[config.mk]
export PLATFORM = sky130hd
export DESIGN_NAME = fifo_with_type_match_search_flat
export DESIGN_NICKNAME = d
export VERILOG_FILES = /design/src/fwtm_pkg.sv /design/src/fwtm_if.sv /design/src/fifo_with_type_match_search.sv /design/src/flat_wrapper.sv
export SDC_FILE = /design/constraint.sdc
export NUM_CORES = 1
export LEC_CHECK = 0
export ABC_CLOCK_PERIOD_IN_PS = 6100
export BUFFER_PORTS_ARGS = -buffer_cell sky130_fd_sc_hd__buf_2
export CAP_MARGIN = 20
export CORE_UTILIZATION = 40
export CTS_CLUSTER_DIAMETER = 120
export DETAILED_ROUTE_END_ITERATION = 8
export PLACE_DENSITY_LB_ADDON = 0.2
export REMOVE_ABC_BUFFERS = 1
export SLEW_MARGIN = 20
export SYNTH_ARGS = -nofsm -noshare
export SYNTH_HDL_FRONTEND = slang
export SYNTH_SLANG_ARGS = --single-unit
export TNS_END_PERCENT = 20
[constraint.sdc]
create_clock -name i_clk -period 6.1 [get_ports i_clk]
set_input_delay 1.22 -clock i_clk [delete_from_list [all_inputs] [get_ports i_clk]]
set_output_delay 1.22 -clock i_clk [all_outputs]
set_load 0.05 [all_outputs]
[src/fwtm_pkg.sv]
package fwtm_pkg;

    // Queue geometry.
    localparam int QUEUE_DEPTH = 16;
    localparam int HANDLE_BITS = 16;

    // Fixed field widths of the item ports.
    localparam int HANDLE_W = 16;
    localparam int TAG_W    = 3;
    localparam int POS_W    = 5;

    // Stored handle width: the port carries 16 bits, the queue keeps HANDLE_BITS of them.
    localparam int STORE_W = (HANDLE_BITS < HANDLE_W) ? HANDLE_BITS : HANDLE_W;
    localparam int PTR_W   = $clog2(QUEUE_DEPTH);
    localparam int CNT_W   = $clog2(QUEUE_DEPTH + 1);

    typedef enum logic [1:0] {
        FN_ENQ,
        FN_DEQ,
        FN_POS,
        FN_TYPE
    } t_func;

    typedef enum logic [1:0] {
        ST_OK,
        ST_EMPTY,
        ST_FULL,
        ST_NOTFOUND
    } t_status;

    typedef enum logic [1:0] {
        S_IDLE,
        S_DEQ,
        S_SCAN,
        S_RESP
    } t_state;

    typedef struct packed {
        logic [TAG_W-1:0]   tag;
        logic [STORE_W-1:0] handle;
    } t_entry;

endpackage

[src/fwtm_if.sv]
interface fwtm_in_if;
    logic                                valid;
    logic                                ready;
    fwtm_pkg::t_func                     func;
    logic [fwtm_pkg::HANDLE_W-1:0]       entry_handle;
    logic [fwtm_pkg::TAG_W-1:0]          type_tag;

    modport source (output valid, output func, output entry_handle, output type_tag,
                    input ready);
    modport sink   (input valid, input func, input entry_handle, input type_tag,
                    output ready);
endinterface

interface fwtm_out_if;
    logic                                valid;
    logic                                ready;
    fwtm_pkg::t_status                   status;
    logic [fwtm_pkg::HANDLE_W-1:0]       handle_out;
    logic [fwtm_pkg::POS_W-1:0]          position;
    logic                                is_empty;

    modport source (output valid, output status, output handle_out, output position,
                    output is_empty, input ready);
    modport sink   (input valid, input status, input handle_out, input position,
                    input is_empty, output ready);
endinterface

[src/fifo_with_type_match_search.sv]
// Bounded FIFO of 16-bit handles, each stored with a 3-bit type tag, plus two
// associative searches. Each input item (enqueue, dequeue, position of a handle,
// oldest entry of a type) gives exactly one result item, which carries a status,
// the handle removed or found, the 1-based position found, and whether the queue
// is empty after the operation. Entries live in one synchronous memory of
// QUEUE_DEPTH words with a registered read port, and the block works on one
// item at a time. An enqueue, or any operation on an empty queue, goes from
// acceptance straight to the response state; a dequeue first passes through
// the dequeue state, which takes the head entry from the read port. A search
// reads one entry per cycle starting at the head until the first hit, and
// examines at most the occupancy, 16 entries when full. The single memory
// read port sets the search rate. A new item is accepted while the previous
// result still waits in the output register; a result that cannot enter the
// output register holds the block until the receiver takes the one ahead of
// it. No reset sweep is needed, since only occupied entries are ever read.
module fifo_with_type_match_search (
    input  logic        i_clk,
    input  logic        i_rst_n,
    fwtm_in_if.sink     i_in,
    fwtm_out_if.source  o_out
);

    localparam int PTR_W   = fwtm_pkg::PTR_W;
    localparam int CNT_W   = fwtm_pkg::CNT_W;
    localparam int STORE_W = fwtm_pkg::STORE_W;

    // Entry storage and its registered read port.
    fwtm_pkg::t_entry r_mem [fwtm_pkg::QUEUE_DEPTH];
    fwtm_pkg::t_entry r_rd_data;
    logic             rd_en;
    logic [PTR_W-1:0] rd_addr;
    logic             wr_en;
    logic [PTR_W-1:0] wr_addr;
    fwtm_pkg::t_entry wr_data;

    // Control state.
    fwtm_pkg::t_state r_state, n_state;
    logic [PTR_W-1:0] r_head, n_head;
    logic [PTR_W-1:0] r_tail, n_tail;
    logic [CNT_W-1:0] r_occ, n_occ;

    // The item under work.
    fwtm_pkg::t_func             r_func, n_func;
    logic [STORE_W-1:0]          r_key, n_key;
    logic [fwtm_pkg::TAG_W-1:0]  r_tag, n_tag;
    logic [PTR_W-1:0]            r_slot, n_slot;
    logic [CNT_W-1:0]            r_idx, n_idx;

    // Result waiting to move into the output register.
    fwtm_pkg::t_status  r_res_status, n_res_status;
    logic [STORE_W-1:0] r_res_handle, n_res_handle;
    logic [CNT_W-1:0]   r_res_pos, n_res_pos;

    // Output register.
    logic                            r_out_valid, n_out_valid;
    fwtm_pkg::t_status               r_out_status, n_out_status;
    logic [fwtm_pkg::HANDLE_W-1:0]   r_out_handle, n_out_handle;
    logic [fwtm_pkg::POS_W-1:0]      r_out_pos, n_out_pos;
    logic                            r_out_empty, n_out_empty;

    logic             in_accept;
    logic             out_free;
    logic             is_full;
    logic             is_empty;
    logic             hit;
    logic             last;
    logic [CNT_W-1:0] idx_inc;

    function automatic logic [PTR_W-1:0] next_ptr(input logic [PTR_W-1:0] p);
        logic [PTR_W-1:0] n;
        n = (p == PTR_W'(fwtm_pkg::QUEUE_DEPTH - 1)) ? '0 : p + PTR_W'(1);
        return n;
    endfunction

    assign in_accept = i_in.valid && i_in.ready;
    assign out_free  = !r_out_valid || o_out.ready;
    assign is_full   = (r_occ == CNT_W'(fwtm_pkg::QUEUE_DEPTH));
    assign is_empty  = (r_occ == '0);
    assign idx_inc   = r_idx + CNT_W'(1);
    assign last      = (idx_inc == r_occ);
    assign hit       = (r_func == fwtm_pkg::FN_POS) ? (r_rd_data.handle == r_key)
                                                    : (r_rd_data.tag == r_tag);

    assign i_in.ready       = (r_state == fwtm_pkg::S_IDLE);
    assign o_out.valid      = r_out_valid;
    assign o_out.status     = r_out_status;
    assign o_out.handle_out = r_out_handle;
    assign o_out.position   = r_out_pos;
    assign o_out.is_empty   = r_out_empty;

    // Next state.
    always_comb begin
        n_state = r_state;
        case (r_state)
            fwtm_pkg::S_IDLE: begin
                if (in_accept) begin
                    if (i_in.func == fwtm_pkg::FN_ENQ || is_empty) begin
                        n_state = fwtm_pkg::S_RESP;
                    end else if (i_in.func == fwtm_pkg::FN_DEQ) begin
                        n_state = fwtm_pkg::S_DEQ;
                    end else begin
                        n_state = fwtm_pkg::S_SCAN;
                    end
                end
            end
            fwtm_pkg::S_DEQ: begin
                n_state = fwtm_pkg::S_RESP;
            end
            fwtm_pkg::S_SCAN: begin
                if (hit || last) begin
                    n_state = fwtm_pkg::S_RESP;
                end
            end
            fwtm_pkg::S_RESP: begin
                if (out_free) begin
                    n_state = fwtm_pkg::S_IDLE;
                end
            end
            default: begin
                n_state = fwtm_pkg::S_IDLE;
            end
        endcase
    end

    // Datapath, memory controls and output register.
    always_comb begin
        n_head       = r_head;
        n_tail       = r_tail;
        n_occ        = r_occ;
        n_func       = r_func;
        n_key        = r_key;
        n_tag        = r_tag;
        n_slot       = r_slot;
        n_idx        = r_idx;
        n_res_status = r_res_status;
        n_res_handle = r_res_handle;
        n_res_pos    = r_res_pos;
        n_out_valid  = r_out_valid && !o_out.ready;
        n_out_status = r_out_status;
        n_out_handle = r_out_handle;
        n_out_pos    = r_out_pos;
        n_out_empty  = r_out_empty;
        rd_en        = 1'b0;
        rd_addr      = r_head;
        wr_en        = 1'b0;
        wr_addr      = r_tail;
        wr_data      = '{tag: i_in.type_tag, handle: i_in.entry_handle[STORE_W-1:0]};

        case (r_state)
            fwtm_pkg::S_IDLE: begin
                if (in_accept) begin
                    n_func       = i_in.func;
                    n_key        = i_in.entry_handle[STORE_W-1:0];
                    n_tag        = i_in.type_tag;
                    n_res_handle = '0;
                    n_res_pos    = '0;
                    n_res_status = fwtm_pkg::ST_OK;
                    if (i_in.func == fwtm_pkg::FN_ENQ) begin
                        if (is_full) begin
                            n_res_status = fwtm_pkg::ST_FULL;
                        end else begin
                            wr_en  = 1'b1;
                            n_tail = next_ptr(r_tail);
                            n_occ  = r_occ + CNT_W'(1);
                        end
                    end else if (is_empty) begin
                        n_res_status = fwtm_pkg::ST_EMPTY;
                    end else begin
                        // Start reading at the head; dequeue and both searches begin there.
                        rd_en  = 1'b1;
                        n_slot = r_head;
                        n_idx  = '0;
                    end
                end
            end
            fwtm_pkg::S_DEQ: begin
                n_res_status = fwtm_pkg::ST_OK;
                n_res_handle = r_rd_data.handle;
                n_head       = next_ptr(r_head);
                n_occ        = r_occ - CNT_W'(1);
            end
            fwtm_pkg::S_SCAN: begin
                if (hit) begin
                    n_res_status = fwtm_pkg::ST_OK;
                    n_res_handle = r_rd_data.handle;
                    n_res_pos    = idx_inc;
                end else if (last) begin
                    n_res_status = fwtm_pkg::ST_NOTFOUND;
                end else begin
                    rd_en   = 1'b1;
                    rd_addr = next_ptr(r_slot);
                    n_slot  = next_ptr(r_slot);
                    n_idx   = idx_inc;
                end
            end
            fwtm_pkg::S_RESP: begin
                if (out_free) begin
                    n_out_valid  = 1'b1;
                    n_out_status = r_res_status;
                    n_out_handle = fwtm_pkg::HANDLE_W'(r_res_handle);
                    n_out_pos    = fwtm_pkg::POS_W'(r_res_pos);
                    n_out_empty  = is_empty;
                end
            end
            default: begin
                n_out_valid = r_out_valid && !o_out.ready;
            end
        endcase
    end

    // Entry memory: one write port, one registered read port.
    always_ff @(posedge i_clk) begin
        if (wr_en) begin
            r_mem[wr_addr] <= wr_data;
        end
        if (rd_en) begin
            r_rd_data <= r_mem[rd_addr];
        end
    end

    always_ff @(posedge i_clk) begin
        if (!i_rst_n) begin
            r_state     <= fwtm_pkg::S_IDLE;
            r_head      <= '0;
            r_tail      <= '0;
            r_occ       <= '0;
            r_out_valid <= 1'b0;
        end else begin
            r_state     <= n_state;
            r_head      <= n_head;
            r_tail      <= n_tail;
            r_occ       <= n_occ;
            r_out_valid <= n_out_valid;
        end
    end

    always_ff @(posedge i_clk) begin
        r_func       <= n_func;
        r_key        <= n_key;
        r_tag        <= n_tag;
        r_slot       <= n_slot;
        r_idx        <= n_idx;
        r_res_status <= n_res_status;
        r_res_handle <= n_res_handle;
        r_res_pos    <= n_res_pos;
        r_out_status <= n_out_status;
        r_out_handle <= n_out_handle;
        r_out_pos    <= n_out_pos;
        r_out_empty  <= n_out_empty;
    end

`ifndef SYNTHESIS
    a_occ_bound: assert property (@(posedge i_clk) disable iff (!i_rst_n)
        r_occ <= CNT_W'(fwtm_pkg::QUEUE_DEPTH))
        else $error("occupancy exceeds queue depth");

    a_empty_ptrs: assert property (@(posedge i_clk) disable iff (!i_rst_n)
        (r_occ == '0) |-> (r_head == r_tail))
        else $error("empty queue with head and tail apart");

    a_scan_range: assert property (@(posedge i_clk) disable iff (!i_rst_n)
        (r_state == fwtm_pkg::S_SCAN) |-> (r_idx < r_occ))
        else $error("search ran past the occupied entries");

    a_enq_count: assert property (@(posedge i_clk) disable iff (!i_rst_n)
        (in_accept && i_in.func == fwtm_pkg::FN_ENQ && !is_full)
        |=> (r_occ == $past(r_occ) + CNT_W'(1)))
        else $error("enqueue did not add one entry");

    a_pos_ok: assert property (@(posedge i_clk) disable iff (!i_rst_n)
        (r_out_valid && r_out_pos != '0) |-> (r_out_status == fwtm_pkg::ST_OK))
        else $error("position reported without a match");
`endif

endmodule

[src/flat_wrapper.sv]
// flat-port wrapper written by rule: the top's interface ports become plain ports
module fifo_with_type_match_search_flat 
  (i_clk, i_rst_n, i_in_valid, i_in_func, i_in_entry_handle, i_in_type_tag, i_in_ready, o_out_valid, o_out_status, o_out_handle_out, o_out_position, o_out_is_empty, o_out_ready);
  fwtm_in_if i_in_i ();
  fwtm_out_if o_out_i ();
  input  logic i_clk;
  input  logic i_rst_n;
  input wire logic [$bits(i_in_i.valid)-1:0] i_in_valid;
  input wire logic [$bits(i_in_i.func)-1:0] i_in_func;
  input wire logic [$bits(i_in_i.entry_handle)-1:0] i_in_entry_handle;
  input wire logic [$bits(i_in_i.type_tag)-1:0] i_in_type_tag;
  output wire logic [$bits(i_in_i.ready)-1:0] i_in_ready;
  output wire logic [$bits(o_out_i.valid)-1:0] o_out_valid;
  output wire logic [$bits(o_out_i.status)-1:0] o_out_status;
  output wire logic [$bits(o_out_i.handle_out)-1:0] o_out_handle_out;
  output wire logic [$bits(o_out_i.position)-1:0] o_out_position;
  output wire logic [$bits(o_out_i.is_empty)-1:0] o_out_is_empty;
  input wire logic [$bits(o_out_i.ready)-1:0] o_out_ready;
  assign i_in_i.valid = i_in_valid;
  assign i_in_i.func = i_in_func;
  assign i_in_i.entry_handle = i_in_entry_handle;
  assign i_in_i.type_tag = i_in_type_tag;
  assign i_in_ready = i_in_i.ready;
  assign o_out_valid = o_out_i.valid;
  assign o_out_status = o_out_i.status;
  assign o_out_handle_out = o_out_i.handle_out;
  assign o_out_position = o_out_i.position;
  assign o_out_is_empty = o_out_i.is_empty;
  assign o_out_i.ready = o_out_ready;
  fifo_with_type_match_search u_core (.i_clk(i_clk), .i_rst_n(i_rst_n), .i_in(i_in_i), .o_out(o_out_i));
endmodule
==> impl_metrics.json, run 1 <==
{
  "cts.sinks": 416,
  "whs_ns": 0.414,
  "ys_ff_latch": 416,
  "crit_fanout": 45,
  "period_minus_slack_ns": 4.10,
  "swShare_pct": 33.0,
  "num-fill-cells": 4006,
  "post_cts_buffers": 0,
  "synth-async-reset-ratio_pct": 0,
  "p_leak_nw": 7.32,
  "gp_congestion": 0.761,
  "cts_inserted_buffers": 47,
  "seqPwrFrac_pct": 40.2,
  "wl_per_cell_um": 21.6,
  "finalWorstSetupSlack_ns": 2.00,
  "maxCapViolations": 0,
  "first_iter_violations": 1189,
  "globalRouteTotalUtil_pct": 19.6,
  "grt_max_degree": 108,
  "synth_top_area_share_pct": 64.8,
  "end_kind": "register",
  "outcome": "finished clean",
  "crit_chain": "xor2_1 -> nor4_1 -> nand4_1 -> o2111a_4 -> mux2i_4 -> buf_4 -> nand2_1 -> o22ai_1 -> or3_1",
  "synth_flop_cell": "edfxtp_1",
  "synth_edf_count": 400,
  "syn_area_per_cell_sq_um": 12.9,
  "die-area_sq_um": 47200,
  "layoutNonFillerInstCount": 2108,
  "synthMostInstantiatedCell": "edfxtp_1",
  "cts_resized": 0,
  "num_rows": 78,
  "ant_nets": 0,
  "p_comb_share_pct": 28.5,
  "core_area_sq_um": 45600,
  "slew_viol_final": 0,
  "place_ws_ns": 1.91,
  "yosysTopAreaCell": "edfxtp_1",
  "clkPwrFrac_pct": 31.3,
  "powerDensity_nw_per_um2": 437,
  "final_cell_area_sq_um": 21100,
  "num_vias": 11603,
  "grt_pass1_wl_um": 69400,
  "slowest_delay_ns": 0.73,
  "skew_ns": 0.0165,
  "antenna_found_initial": 1,
  "min_period_over_period_pct": 67.2,
  "yosys_warnings": 0,
  "fin_total_pwr_mw": 9.21,
  "netlist_instances": 1436,
  "ctsLongestPathBuffers": 3,
  "cp-start-kind": "register",
  "tns_ns": 0,
  "power.internal_mw": 6.17,
  "yosysSeqAreaShare_pct": 66.5,
  "nets": 1511,
  "slowest_stage": "nand2_1",
  "place_inst": 2021,
  "start_util_pct": 40.7,
  "grt-ovfl-total": 0,
  "critPathRequiredTime_ns": 6.42,
  "hold_path_class": "register to register",
  "grt_pass1_vias": 11391,
  "placed_cell_area_sq_um": 19500,
  "die_y_um": 217,
  "clock_latency_ns": 0.57,
  "cts_tree": "yes",
  "finalHoldViolCount": 0,
  "yosys-top-cells-count": "edfxtp_1, a21oi_1, nand2b_1, nand2_1, o211ai_1",
  "final_util_pct": 46.2,
  "p_sw_mw": 3.04,
  "syn_area_sq_um": 18500,
  "vdd_ir_drop_max_v": 0.000304,
  "setup_viol": 0,
  "drive_gt1_share_pct": 12.9,
  "root_buffer": "clkbuf_16",
  "relSlewSlack_pct": 27.1,
  "synthTopCellsByArea": "edfxtp_1, nand2b_1, a21oi_1",
  "die_x_um": 217,
  "ys_types": 48,
  "clkTransAtPathRegs_ns": 0.06,
  "htree_levels": 2,
  "clock.fmax_mhz": 244,
  "top_level_ports": 51,
  "via_per_inst": 5.50,
  "tightestPinTransition_ns": 1.09,
  "portBuffers": 50,
  "place_hpwl_um": 26600,
  "syn_to_final_growth_pct": 13.7,
  "dr.pass1.iters": 6,
  "cp.arrival_ns": 4.41,
  "drc_errors": 0,
  "rsz0062_at_grt": "no",
  "wl_um": 45500,
  "path_class": "register to register",
  "hold_buffers": 0
}
-- routing by layer --
metal	GRT usage (%)	vias to the layer above	wire length, um
li1	-	5375	-
met1	27.6	5833	20800
met2	31.4	324	21100
met3	2.67	71	2600
met4	5.77	0	994
met5	0	-	0
-- worst max-delay path, delay by kind of cell (launching register included) --
kind	cells	cell delay, ns
simple gates	4	1.89
compound gates	2	0.74
flops	1	0.39
mux	1	0.29
buf+inv	1	0.29
xor+xnor	1	0.17
-- power by group through the flow --
stage / clock (mW) / combinational, mW / sequential, mW
after global routing: 3.04 / 2.87 / 3.73
final: 2.88 / 2.63 / 3.70
after CTS: 2.94 / 2.64 / 3.70
after detailed placement: 0 / 2.64 / 3.76
after global placement: 0 / 2.60 / 3.75
after floorplan: 0 / 1.79 / 3.78
-- cells in the final DEF, fill, tap and decap left out, types with 9 or more instances in the layout --
cell type and count:
edfxtp_1 400, a21oi_1 180, nand2b_1 175, nand2_1 172
o211ai_1 66, mux2i_1 60, buf_2 50, clkbuf_16 48
and2_1 28, buf_4 26, nand4_1 23, xor2_1 22
or3_1 22, a221oi_1 19, o22ai_1 19, xnor2_1 16
inv_1 15, dfxtp_1 15, ha_1 14, nor2_1 10
o211ai_2 10, nor2_2 10, o21ai_0 9
-- path summary, 6_finish.rpt --
path                                         startpoint                                    end  slack, ns  cells after the start
hold / removal    u_core.r_res_handle[15]$_SDFFCE_PP0P_  u_core.o_out.handle_out[15]$_DFFE_PP_       0.41                      0
setup reg to reg              u_core.r_key[8]$_DFFE_PP_         u_core.r_rd_data[10]$_DFFE_PP_       2.00                      9
hold reg to reg   u_core.r_res_handle[15]$_SDFFCE_PP0P_  u_core.o_out.handle_out[15]$_DFFE_PP_       0.41                      0
setup / recovery              u_core.r_key[8]$_DFFE_PP_         u_core.r_rd_data[10]$_DFFE_PP_       2.00                      9
-- state kept, by name, indices dropped and copies added, names as in the netlist, 5 cells and up --
register / flops
u_core.r_rd_data: 19
u_core.r_res_pos: 5
u_core.o_out.handle_out: 16
u_core.r_key: 16
u_core.r_res_handle: 16
u_core.r_mem: 304
u_core.r_occ: 5
u_core.o_out.position: 5
u_core.r_idx: 5
-- area by class of cell --
class / count / area [sq um] / area share [%]
clock inverter: 27 / 304 / 1.44
tap: 600 / 751 / 3.56
antenna: 1 / 2.50 / 0.0119
clock buffer: 59 / 1280 / 6.09
multi-input combinational: 911 / 5840 / 27.7
inverter: 15 / 56.3 / 0.267
timing repair buffer: 79 / 504 / 2.39
sequential: 416 / 12300 / 58.5
-- kinds of logic (layout without fill, tap and decap cells) --
logic type,count (synthesis),after routing,synth area share (%)
DFF,416,416,66.5
buffers and inverters,109,180,2.67
muxes,69,69,3.85
other,0,1,0
adders and majority gates,16,16,1.12
AOI/OAI and AO/OA,322,322,11.0
and+or+nand+nor,466,466,13.1
xor gates and xnor gates,38,38,1.80
Note: power is estimated with default switching activity, not from simulation.
==> run 2, diff against run 1 <==
- ABC_CLOCK_PERIOD_IN_PS: 6100 -> 3780
- clock period: 6.1 -> 3.78 ns (I/O delays scaled with it)
==> run 2 against run 1 <==
  * Core utilization rose by 1.2 points
  * Via count rose by 1.4%
  * Critical path depth rose by 2
  * Hold slack improved by 0.0048 ns
  * Clock skew rose by 0.0021 ns
  * Total power rose by 69%
  * Cell area rose by 2.6%
  * Wire length rose by 4.9%
  * Critical endpoint is now u_core.r_rd_data[1]$_DFFE_PP_
  * Largest cell class unchanged
  * Largest power group unchanged
==> impl_metrics.json, run 2 (synthesized netlist as in run 1, its figures left out) <==
{
  "startpoint": "u_core.r_rd_data[0]$_DFFE_PP_",
  "clock_latency_ns": 0.58,
  "largest_register_ffs": 304,
  "outcome": "finished clean",
  "critPathRequiredTime_ns": 4.22,
  "min_period_over_period_pct": 95.6,
  "tightestPinTransition_ns": 0.974,
  "ctsLongestPathBuffers": 3,
  "dr.pass1.iters": 5,
  "worstPathBufferInverterCount": 3,
  "maxCapViolations": 0,
  "hold_buffers": 0,
  "setup_viol": 0,
  "crit_family": "simple AND/OR/NAND/NOR gates",
  "rsz0062_at_grt": "no",
  "place_hpwl_um": 29300,
  "post_cts_buffers": 0,
  "p_leak_nw": 7.64,
  "grt_pass1_vias": 11530,
  "crit_chain": "xor2_1 -> nor4_1 -> nand4_1 -> buf_4 -> o2111ai_4 -> buf_4 -> mux2i_4 -> buf_4 -> o211ai_1 -> nand4_1 -> or3_1",
  "slew_viol_final": 0,
  "r2r_slack_ns": 0.17,
  "grt_max_degree": 92,
  "cp.arrival_ns": 4.05,
  "min_from": "u_core.r_res_handle[3]$_SDFFCE_PP0P_",
  "drc_errors": 0,
  "skew_ns": 0.0186,
  "drive_gt1_share_pct": 16.2,
  "antenna_found_initial": 1,
  "layout_commonest_cell": "edfxtp_1",
  "cts_resized": 0,
  "die_y_um": 217,
  "relSlewSlack_pct": 33.7,
  "root_buffer": "clkbuf_16",
  "die-area_sq_um": 47200,
  "gp_congestion": 0.817,
  "p_comb_share_pct": 31.0,
  "reg2reg_depth": 11,
  "holdPathStages": 0,
  "clock.fmax_mhz": 277,
  "grt_pass1_wl_um": 71800,
  "cts.sinks": 416,
  "start_util_pct": 40.7,
  "endpoint": "u_core.r_rd_data[1]$_DFFE_PP_",
  "crit_top_cell": "buf_4",
  "cp.depth": 11,
  "path_class": "register to register",
  "vdd_ir_drop_max_v": 0.000428,
  "wl_um": 47800,
  "finalHoldViolCount": 0,
  "core_area_sq_um": 45600,
  "via_per_inst": 5.45,
  "nets": 1561,
  "antenna_cells": 0,
  "largest_register": "u_core.r_mem",
  "first_iter_violations": 890,
  "num_vias": 11766,
  "power.internal_mw": 10.4,
  "wl_per_cell_um": 22.1,
  "globalRouteTotalUtil_pct": 20.6,
  "period_minus_slack_ns": 3.61,
  "p_sw_mw": 5.18,
  "fin_total_pwr_mw": 15.6,
  "num-fill-cells": 3959,
  "powerDensity_nw_per_um2": 720,
  "top_level_ports": 51,
  "ant_nets": 0,
  "die_x_um": 217,
  "slowest_delay_ns": 0.62,
  "cp-start-kind": "register",
  "final_cell_mix": "edfxtp_1, a21oi_1, nand2b_1",
  "htree_levels": 2,
  "portBuffers": 50,
  "crit_fanout": 17,
  "finalWorstSetupSlack_ns": 0.166,
  "clkPwrFrac_pct": 30.7,
  "cts_inserted_buffers": 46,
  "hold_path_class": "register to register",
  "cts_tree": "yes",
  "top_regs": "u_core.r_mem x304, u_core.r_rd_data x19",
  "end_kind": "register",
  "grt-ovfl-total": 0,
  "num_rows": 78,
  "r2r-start": "u_core.r_rd_data[0]$_DFFE_PP_",
  "crit-reg2reg-capture": "u_core.r_rd_data[1]$_DFFE_PP_",
  "swShare_pct": 33.3,
  "place_ws_ns": 0.148,
  "syn_to_final_growth_pct": 16.7,
  "seqPwrFrac_pct": 38.3,
  "slowest_stage": "nor4_1",
  "clkTransAtPathRegs_ns": 0.06
}
run 2: cell count changes in the layout (fill, tap and decap cells not counted), sizes merged:
cell	previous run	this run
inv	16	18
clkinvlp	4	7
diode	1	0
bufinv	6	9
buf	79	130
clkbuf	59	50
run 2: metrics by stage:
step	area, sq um	cells	TNS (ns)	util, %	hold slack [ns]
global route	21600	2157	0	47.5	0.424
detailed placement	20000	2072	0	43.9	0.406
global placement	20000	2072	0	43.9	0.402
CTS	21600	2157	0	47.5	0.421
floorplan	18100	1342	-43.61	-	0.400
finish	21600	2157	0	47.5	0.418
run 2: worst min path at each step:
| stage | to | slack, ns |
|---|---|---|
| 3_5_place_dp | u_core.o_out.handle_out[0]$_DFFE_PP_ | 0.41 |
| 2_1_floorplan | u_core.o_out.handle_out[0]$_DFFE_PP_ | 0.40 |
| 4_1_cts | u_core.o_out.handle_out[3]$_DFFE_PP_ | 0.42 |
| 5_1_grt | u_core.o_out.handle_out[3]$_DFFE_PP_ | 0.42 |
| 3_3_place_gp | u_core.o_out.position[2]$_DFFE_PP_ | 0.40 |
| 6_report | u_core.o_out.handle_out[3]$_DFFE_PP_ | 0.42 |
run 2: routing by layer:
| layer | part of all wire (%) | GRT usage (%) | vias to the layer above | routed length, um |
|---|---|---|---|---|
| met5 | 0 | 0 | - | 0 |
| met4 | 2.4 | 6.62 | 0 | 1140 |
| met3 | 5.3 | 3.47 | 69 | 2540 |
| met2 | 48 | 33.3 | 329 | 22800 |
| met1 | 45 | 28.1 | 5882 | 21300 |
| li1 | - | - | 5486 | - |
run 2: power by group through the flow:
| stage | clock network, mW | logic (mW) | registers (mW) |
|---|---|---|---|
| after global routing | 5.05 | 5.20 | 6.01 |
| after global placement | 0 | 4.74 | 6.06 |
| after floorplan | 0 | 2.88 | 6.11 |
| after detailed placement | 0 | 4.83 | 6.07 |
| final | 4.79 | 4.82 | 5.97 |
| after CTS | 4.88 | 4.85 | 5.97 |
run 2: layout make-up:
class | count | area (sq um) | area share (%)
clock buffers | 50 | 1190 | 5.49
clock inverters | 35 | 432 | 2.00
inverters | 15 | 56.3 | 0.260
multi-input cells | 911 | 5830 | 26.9
flip-flops and latches | 416 | 12300 | 57.0
well taps | 600 | 751 | 3.47
repair buffers | 130 | 1040 | 4.80
